$ cat src/swf_pkg.sv
// Shared types and constants for the SLIP word framer.
package swf_pkg;

  localparam int BYTES_PER_WORD_DEFAULT = 4;
  localparam int QUEUE_DEPTH = 4;

  localparam logic [7:0] SLIP_END     = 8'hC0;
  localparam logic [7:0] SLIP_ESC     = 8'hDB;
  localparam logic [7:0] SLIP_ESC_END = 8'hDC;
  localparam logic [7:0] SLIP_ESC_ESC = 8'hDD;

  typedef enum logic [1:0] {
    KIND_PLAIN   = 2'd0,
    KIND_ESC_END = 2'd1,
    KIND_ESC_ESC = 2'd2,
    KIND_FRAME   = 2'd3
  } kind_t;

  typedef struct packed {
    kind_t      kind;
    logic [7:0] data;
  } entry_t;

endpackage

$ cat src/swf_front.sv
// Front end: takes a word, splits it into bytes and classifies each one.
module swf_front import swf_pkg::*; #(
  parameter int BYTES_PER_WORD = BYTES_PER_WORD_DEFAULT
) (
  input  logic        clk,
  input  logic        rst,
  input  logic        s_tvalid,
  output logic        s_tready,
  input  logic [31:0] s_tdata,
  output logic        push,
  output entry_t      push_entry,
  input  logic        full
);

  localparam int SW = 8 * BYTES_PER_WORD;
  localparam int CW = $clog2(BYTES_PER_WORD + 1);

  logic          busy;
  logic [CW-1:0] cnt;
  logic [SW-1:0] sreg;
  logic [63:0]   ext;
  logic [7:0]    top_byte;
  logic          accept;
  logic          last_push;

  assign ext       = {32'd0, s_tdata};
  assign top_byte  = sreg[SW-1 -: 8];
  assign push      = busy && !full;
  assign last_push = push && (cnt == '0);
  assign s_tready  = !busy || last_push;
  assign accept    = s_tvalid && s_tready;

  always_comb begin
    push_entry.data = top_byte;
    if (cnt == '0) begin
      push_entry.kind = KIND_FRAME;
    end else if (top_byte == SLIP_END) begin
      push_entry.kind = KIND_ESC_END;
    end else if (top_byte == SLIP_ESC) begin
      push_entry.kind = KIND_ESC_ESC;
    end else begin
      push_entry.kind = KIND_PLAIN;
    end
  end

  always_ff @(posedge clk) begin
    if (rst) begin
      busy <= 1'b0;
      cnt  <= '0;
    end else if (accept) begin
      busy <= 1'b1;
      cnt  <= CW'(BYTES_PER_WORD);
    end else if (last_push) begin
      busy <= 1'b0;
    end else if (push) begin
      cnt <= cnt - 1'b1;
    end
  end

  always_ff @(posedge clk) begin
    if (accept) begin
      sreg <= ext[SW-1:0];
    end else if (push) begin
      sreg <= sreg << 8;
    end
  end

endmodule

$ cat src/swf_queue.sv
// Short register queue of classified bytes between front and back end.
module swf_queue import swf_pkg::*; (
  input  logic   clk,
  input  logic   rst,
  input  logic   push,
  input  entry_t push_entry,
  output logic   full,
  input  logic   pop,
  output entry_t head,
  output logic   empty
);

  localparam int AW = $clog2(QUEUE_DEPTH);

  entry_t        mem [QUEUE_DEPTH];
  logic [AW-1:0] wr_ptr;
  logic [AW-1:0] rd_ptr;
  logic [AW:0]   count;

  assign full  = (count == (AW+1)'(QUEUE_DEPTH));
  assign empty = (count == '0);
  assign head  = mem[rd_ptr];

  always_ff @(posedge clk) begin
    if (rst) begin
      wr_ptr <= '0;
      rd_ptr <= '0;
      count  <= '0;
    end else begin
      if (push) begin
        wr_ptr <= wr_ptr + 1'b1;
      end
      if (pop) begin
        rd_ptr <= rd_ptr + 1'b1;
      end
      if (push && !pop) begin
        count <= count + 1'b1;
      end else if (pop && !push) begin
        count <= count - 1'b1;
      end
    end
  end

  always_ff @(posedge clk) begin
    if (push) begin
      mem[wr_ptr] <= push_entry;
    end
  end

endmodule

$ cat src/swf_back.sv
// Back end: turns classified bytes into the escaped byte stream.
module swf_back import swf_pkg::*; (
  input  logic       clk,
  input  logic       rst,
  input  entry_t     head,
  input  logic       empty,
  output logic       pop,
  output logic       m_tvalid,
  input  logic       m_tready,
  output logic [7:0] m_tdata,
  output logic       m_tlast
);

  logic       load;
  logic       pend;
  logic [7:0] pend_byte;

  assign load = !m_tvalid || m_tready;
  assign pop  = load && !pend && !empty;

  always_ff @(posedge clk) begin
    if (rst) begin
      m_tvalid <= 1'b0;
      pend     <= 1'b0;
    end else if (load) begin
      if (pend) begin
        m_tvalid <= 1'b1;
        pend     <= 1'b0;
      end else if (!empty) begin
        m_tvalid <= 1'b1;
        pend     <= (head.kind == KIND_ESC_END) || (head.kind == KIND_ESC_ESC);
      end else begin
        m_tvalid <= 1'b0;
      end
    end
  end

  always_ff @(posedge clk) begin
    if (load) begin
      if (pend) begin
        m_tdata <= pend_byte;
        m_tlast <= 1'b0;
      end else begin
        m_tlast <= 1'b0;
        case (head.kind)
          KIND_PLAIN: begin
            m_tdata <= head.data;
          end
          KIND_ESC_END: begin
            m_tdata   <= SLIP_ESC;
            pend_byte <= SLIP_ESC_END;
          end
          KIND_ESC_ESC: begin
            m_tdata   <= SLIP_ESC;
            pend_byte <= SLIP_ESC_ESC;
          end
          KIND_FRAME: begin
            m_tdata <= SLIP_END;
            m_tlast <= 1'b1;
          end
          default: begin
            m_tdata <= head.data;
          end
        endcase
      end
    end
  end

endmodule

$ cat src/slip_word_framer_core.sv
// SLIP word framer: splits each 32-bit word into BYTES_PER_WORD bytes, most
// significant first, escapes 0xC0 and 0xDB, and closes the frame with 0xC0
// flagged by tlast. The output emits one byte per cycle while m_tready is high
// and bytes are queued, which sets the sustained throughput. A word yields
// BYTES_PER_WORD + 1 to 2 * BYTES_PER_WORD + 1 output bytes (5 to 9 at the
// default). The front end classifies one byte per cycle into a four-entry
// queue unless it is full, and takes a new word when it queues the frame end.
module slip_word_framer_core import swf_pkg::*; #(
  parameter int BYTES_PER_WORD = BYTES_PER_WORD_DEFAULT
) (
  input  logic        clk,
  input  logic        rst,
  input  logic        s_tvalid,
  output logic        s_tready,
  input  logic [31:0] s_tdata,   // [31:0] word
  output logic        m_tvalid,
  input  logic        m_tready,
  output logic [7:0]  m_tdata,   // [7:0] out_byte
  output logic        m_tlast
);

  logic   push;
  entry_t push_entry;
  logic   full;
  logic   pop;
  entry_t head;
  logic   empty;

  swf_front #(
    .BYTES_PER_WORD(BYTES_PER_WORD)
  ) u_front (
    .clk        (clk),
    .rst        (rst),
    .s_tvalid   (s_tvalid),
    .s_tready   (s_tready),
    .s_tdata    (s_tdata),
    .push       (push),
    .push_entry (push_entry),
    .full       (full)
  );

  swf_queue u_queue (
    .clk        (clk),
    .rst        (rst),
    .push       (push),
    .push_entry (push_entry),
    .full       (full),
    .pop        (pop),
    .head       (head),
    .empty      (empty)
  );

  swf_back u_back (
    .clk      (clk),
    .rst      (rst),
    .head     (head),
    .empty    (empty),
    .pop      (pop),
    .m_tvalid (m_tvalid),
    .m_tready (m_tready),
    .m_tdata  (m_tdata),
    .m_tlast  (m_tlast)
  );

endmodule

$ cat config.mk
export PLATFORM = sky130hd
export DESIGN_NAME = slip_word_framer_core
export DESIGN_NICKNAME = d
export VERILOG_FILES = /design/src/swf_pkg.sv /design/src/swf_front.sv /design/src/swf_queue.sv /design/src/swf_back.sv /design/src/slip_word_framer_core.sv
export SDC_FILE = /design/constraint.sdc
export NUM_CORES = 1
export LEC_CHECK = 0
export BUFFER_PORTS_ARGS = -buffer_cell sky130_fd_sc_hd__buf_4
export CORE_MARGIN = 8
export CORE_UTILIZATION = 38
export DETAILED_ROUTE_END_ITERATION = 8
export SLEW_MARGIN = 15
export SYNTH_ARGS = -nofsm -noshare
export SYNTH_HDL_FRONTEND = slang
export SYNTH_SLANG_ARGS = --single-unit
export TNS_END_PERCENT = 30
$ cat constraint.sdc
create_clock -name clk -period 4.5 [get_ports clk]
set_clock_uncertainty 0.1 [all_clocks]
set_input_delay 0.675 -clock clk [delete_from_list [all_inputs] [get_ports clk]]
set_output_delay 0.675 -clock clk [all_outputs]
set_load 0.02 [all_outputs]
# == Yosys cells after proc, flatten, opt, wreduce, memory -nomap -nowiden ==
# Memories as Yosys holds them, arrays and structs flattened. A register that Yosys moved wholly into a read port is not among the register bits.
# Index checks and enable logic that the tools add are counted.
# op_classes
n_addsub,5
n_mul,0
div,0
order_cmp,0
n_eq_ne,7
n_shift,0
muxes,24
n_bitwise,2
reduce_logical,29
# ops
operator,count
$mux W32,2
$pmux W8 S3,1
$eq A8 B8 Y1 const B,2
$pmux W8 S2,1
$mux W3,5
$mux W2,5
$mux W1,9
$mux W8,1
$reduce_bool A2 Y1,4
$logic_and A1 B1 Y1,7
$logic_not A1 Y1,7
$logic_not A3 Y1,2
$sub A3 B1 Y3 const B,2
$add A2 B1 Y2 const B,2
$eq A2 B2 Y1 const B,2
$reduce_and A2 Y1,2
$reduce_or A2 Y1,2
$add A3 B1 Y3 const B,1
$eq A3 B3 Y1 const B,1
$logic_or A1 B1 Y1,3
$reduce_and A3 Y1,1
$eq A2 B1 Y1 const B,1
$logic_not A2 Y1,1
$ne A2 B1 Y1 const B,1
$not A1 Y1,2
# word_totals
ff_bits,62
latchBits,0
ramBits,40
romBits,0
out_inout_bits,11
word_cells,80
memories,1
# memory_table
name,words,width,read_ports,rd_ports_with_merged_regs,wr,line,source
u_queue.mem,4,10,1,1,1,swf_queue.sv:15,entry_t mem [QUEUE_DEPTH];

# == Longest topological paths before layout ==
# logic_depth
word_depth,8
ltp_mapped,9

# == Cells and area by module ==
# Synthesis repeated with hierarchy kept, for this count alone.
# unflattened
cells_unflattened,247
area_unflattened_um2,4155.2
# modules_own_cells
module,instances,cells_per_inst,area_each_um2,seq_area_each_um2
swf_queue,1,96,1871.8,1381.3
swf_front,1,109,1722.9,1041.0
swf_back,1,42,560.5,340.3

# == Worst setup path before layout ==
# OpenSTA, ideal clock, no wires.
# synth_timing
path_kind,input-to-reg
startpoint,in m_tready
endpoint,reg u_queue.count[2]
setup_ns,0.071
arrival_ns,2.350
required_time_ns,4.329
path_slack_ns,1.980
cell_stages,9
path_cell_list,nor2b_1 -> clkbuf_1 -> or3_1 -> ha_1 -> inv_1 -> fa_1 -> xor2_1 -> or3_2 -> a21oi_1
# synth_between
elab_chain_cells,6
elab_cells_between_ends,8
# synth_rtl
element,line,source
start: declaration,slip_word_framer_core.sv:17,"input logic m_tready,"
$logic_or A1 B1 Y1 *,swf_back.sv:18,assign load = !m_tvalid || m_tready;
$logic_and A1 B1 Y1 * (2 in series),swf_back.sv:19,assign pop = load && !pend && !empty;
$logic_not A1 Y1,swf_queue.sv:36,if (push && !pop) begin
$logic_and A1 B1 Y1,swf_queue.sv:36,
$mux W3 or $reduce_bool A2 Y1 (tied branches),n/a,
end signal: assignment,swf_queue.sv:37,count <= count + 1'b1;
end signal: assignment,swf_queue.sv:39,count <= count - 1'b1;
end: declaration,swf_queue.sv:18,logic [AW:0] count;
# Mark *: on every way between the ends. The rest lies on a longest branch, timed or not.
# A chain may end at the register's enable or synchronous reset.

# == Final worst setup path ==
# layout_timing
startpoint,reg u_queue.count[2]
endpoint,out s_tready
# layout_between
elab_chain_cells,5
# layout_rtl
element,line,source
$eq A3 B3 Y1,swf_queue.sv:20,assign full = (count == (AW+1)'(QUEUE_DEPTH));
$logic_not A1 Y1,swf_front.sv:28,assign push = busy && !full;
$logic_and A1 B1 Y1,swf_front.sv:28,
$logic_and A1 B1 Y1,swf_front.sv:29,assign last_push = push && (cnt == '0);
$logic_or A1 B1 Y1,swf_front.sv:30,assign s_tready = !busy || last_push;
end: declaration,slip_word_framer_core.sv:14,"output logic s_tready,"
# No other way between the ends.

==> flow_summary.yaml <==
synthesis:
  yosys_warnings: 0
  synthDominantCellAreaShare_pct: 60.85
  synthesis.area_um2: 4046
  synth_edf_count: 82
  syn_nets: 296
  avgSynthCellArea_um2: 16.25
  synth_top_flop_cell: "edfxtp_1"
  ys_seq_area_share_pct: 68.27
  async_flop_share_pct: 0
  yosys.area.top_type: "edfxtp_1"
  synth_cells: 249
  synth_cell_types: 46
  netlist_top_cells_area: "edfxtp_1 (61%), dfxtp_1 (7.4%), mux2_2 (6.4%), mux4_2 (5.6%), ha_1 (3.1%)"
  ys_ff_latch: 97
worst_hold_path:
  hp-class: "flip-flop to flip-flop"
  min_path_cells: 2
  worstHoldStart: "u_front.cnt[0]$_SDFFE_PP0P_"
  hold_end: "u_front.cnt[0]$_SDFFE_PP0P_"
grt:
  grt_usage_pct: 9.888
  antenna_found_initial: 0
  grt_start_max_net_pins: 37
  grt-ovfl-total: 0
  grt_pass1_wl_um: 10960
  first_global_vias: 2225
pwr:
  switching_share_pct: 28.63
  p_clk_share_pct: 23.0
  cellPowerDensity_nw_per_um2: 517.4
  combPwrFrac_pct: 23.5
  ir_drop_mv: 0.2048
  switching_power_w: 0.0006970
  p_int_w: 0.001738
  pwr-share-seq_pct: 53.4
  leakagePower_nw: 1.695
  finalPower_w: 0.002435
critical_path:
  start_kind: "flip-flop"
  reg2regPathDepth: 6
  worstReg2RegStart: "u_front.cnt[0]$_SDFFE_PP0P_"
  crit_path_max_incr_delay_ns: 0.65
  crit_arrival_ns: 1.89
  slowest_stage: "nor3b_1"
  cp_max_fo: 7
  reg2reg_to: "u_front.sreg[12]$_DFFE_PP_"
  rrSetupSlack_ns: 1.90
  end_kind: "output pin"
  cpLargestDelayFamily: "simple AND/OR/NAND/NOR gates"
  cp.required_ns: 3.72
  worstSetupPathType: "flip-flop to output pin"
  cp.buffers_inverters: 1
  crit_chain: "nor3b_1 -> o21ai_0 -> buf_4"
clock_tree:
  clockBufferDepth: 2
  path_clk_slew_ns: 0.10
  cts.sinks: 97
  holdBufCountCts: 0
  htreeDepth: 3
  cts_root_buf: "clkbuf_8"
  cts_resized: 0
  post_cts_buffers: 0
  cts_buffers: 9
  clock_latency_ns: 0.36
  cts_tree: "done"
floorplan:
  die-area_um2: 14210
  core_area_um2: 10320
  die_width_um: 119.2
  initial_core_util_pct: 39.20
  die_h_um: 119.2
  rows: 37
  ioPinCount: 47
finish:
  antenna_cells: 0
  final_layout_size_suffix_gt1_share_pct: 34.55
  nNetsFinal: 343
  utilization_pct: 45.58
  fin_cells: 437
  final_cell_mix: "edfxtp_1 (82), buf_4 (47), mux2_2 (23), dfxtp_1 (15), inv_1 (11)"
  final_common_cell: "edfxtp_1"
  area_growth_pct: 16.30
routing:
  drtPass1Iterations: 4
  drt_wl_total_um: 6693
  remaining_drc_errors: 0
  routed_via_density: 4.874
  drt-wirelength-per-cell_um: 15.32
  drtIter0Drc: 72
  vias: 2130
  ant_nets: 0
timing:
  final-setup-viol-count: 0
  max_freq_mhz: 375.5
  tightest_slew_ns: 0.7495
  whs_ns: 0.4178
  slew_violations: 0
  min_period_over_period_pct: 59.18
  tns_ns: 0
  grt_setup_unrepaired: "false"
  relSlewSlack_pct: 49.93
  min_period_ns: 2.663
  hold_violations: 0
job:
  drv_cap: 0
status:
  outcome: "completed"
place:
  gp_congestion: 0.6682
  io_buffers: 46
  dp_cells: 421
  hpwl_um: 4421
-- cell families after synthesis --
group / synth area share (%)
flip-flops: 68.27
buffers and inverters: 2.473
multiplexers: 12.77
adder cells (fa/ha/maj): 3.587
AO/OA/AOI/OAI: 3.989
XOR/XNOR: 0.6495
AND/OR/NAND/NOR: 8.257
-- registers in the layout (all words and copies together) (netlist names), named ones only --
name and cells:
u_back.m_tdata 8, u_back.m_tlast 1, u_back.m_tvalid 1, u_back.pend 1, u_back.pend_byte 1, u_front.busy 1
u_front.cnt 3, u_front.sreg 32, u_queue.count 3, u_queue.mem 40, u_queue.rd_ptr 2, u_queue.wr_ptr 2
-- worst max-delay path by stage --
stage | slack, ns | start | cells past startpoint | end
CTS | 1.81 | u_queue.count[2]$_SDFFE_PP0P_ | 3 | s_tready
finish | 1.84 | u_queue.count[2]$_SDFFE_PP0P_ | 3 | s_tready
floorplan | 1.98 | m_tready | 9 | u_queue.count[2]$_SDFFE_PP0P_
global route | 1.65 | u_queue.count[2]$_SDFFE_PP0P_ | 3 | s_tready
global placement | 1.75 | m_tready | 9 | u_queue.count[2]$_SDFFE_PP0P_
detailed placement | 1.68 | m_tready | 9 | u_queue.count[2]$_SDFFE_PP0P_
-- final cells by class --
cell class / instances / area (um^2)
well taps: 136 / 170.2
clock buffers: 9 / 123.9
multi-input cells: 130 / 1184
fillers: 899 / 5618
inverters: 11 / 41.29
flip-flops and latches: 97 / 2763
repair buffers: 47 / 352.8
clock inverters: 7 / 71.32
-- tightest hold or removal path, stage by stage, from the launching register on --
cell and delay, ns:
dfxtp_1 0.32, o31ai_1 0.08, a211oi_1 0.07
-- metal layers --
metal,vias up,track usage (%),part of all wire (%)
li1,1032,-,-
met1,1038,11.83,45
met2,52,15.07,46
met3,8,4.393,7.6
met4,0,4.506,1.4
met5,-,0,0
-- through the flow --
step	instance area [um^2]	setup WS [ns]
3_5_place_dp	4511	1.684
3_3_place_gp	4511	1.749
4_1_cts	4706	1.810
2_1_floorplan	4046	1.980
5_1_grt	4706	1.649
6_report	4706	1.837
-- power by group through the flow --
| stage | combinational, W | sequential [W] | clock, W |
|---|---|---|---|
| after CTS | 0.000585 | 0.00130 | 0.000577 |
| after global placement | 0.000573 | 0.00131 | 0 |
| after global routing | 0.000638 | 0.00133 | 0.000612 |
| after detailed placement | 0.000581 | 0.00132 | 0 |
| final | 0.000573 | 0.00130 | 0.000561 |
| after floorplan | 0.000402 | 0.00132 | 0 |
-- synth_stat cells, types with 2 or more instances --
library cell / number
or4_1: 2
and3_1: 4
or3b_2: 3
nand3_1: 3
mux4_2: 10
buf_6: 2
clkbuf_1: 6
inv_1: 11
nand4_1: 2
nor2b_1: 6
nor3_1: 2
and2_1: 9
mux2_2: 23
xor2_1: 2
ha_1: 10
o31ai_1: 2
nand2_1: 6
a21oi_1: 10
mux2_1: 2
nor2_1: 8
edfxtp_1: 82
o21ai_0: 6
dfxtp_1: 15
Note: power is estimated with default switching activity, not from simulation.
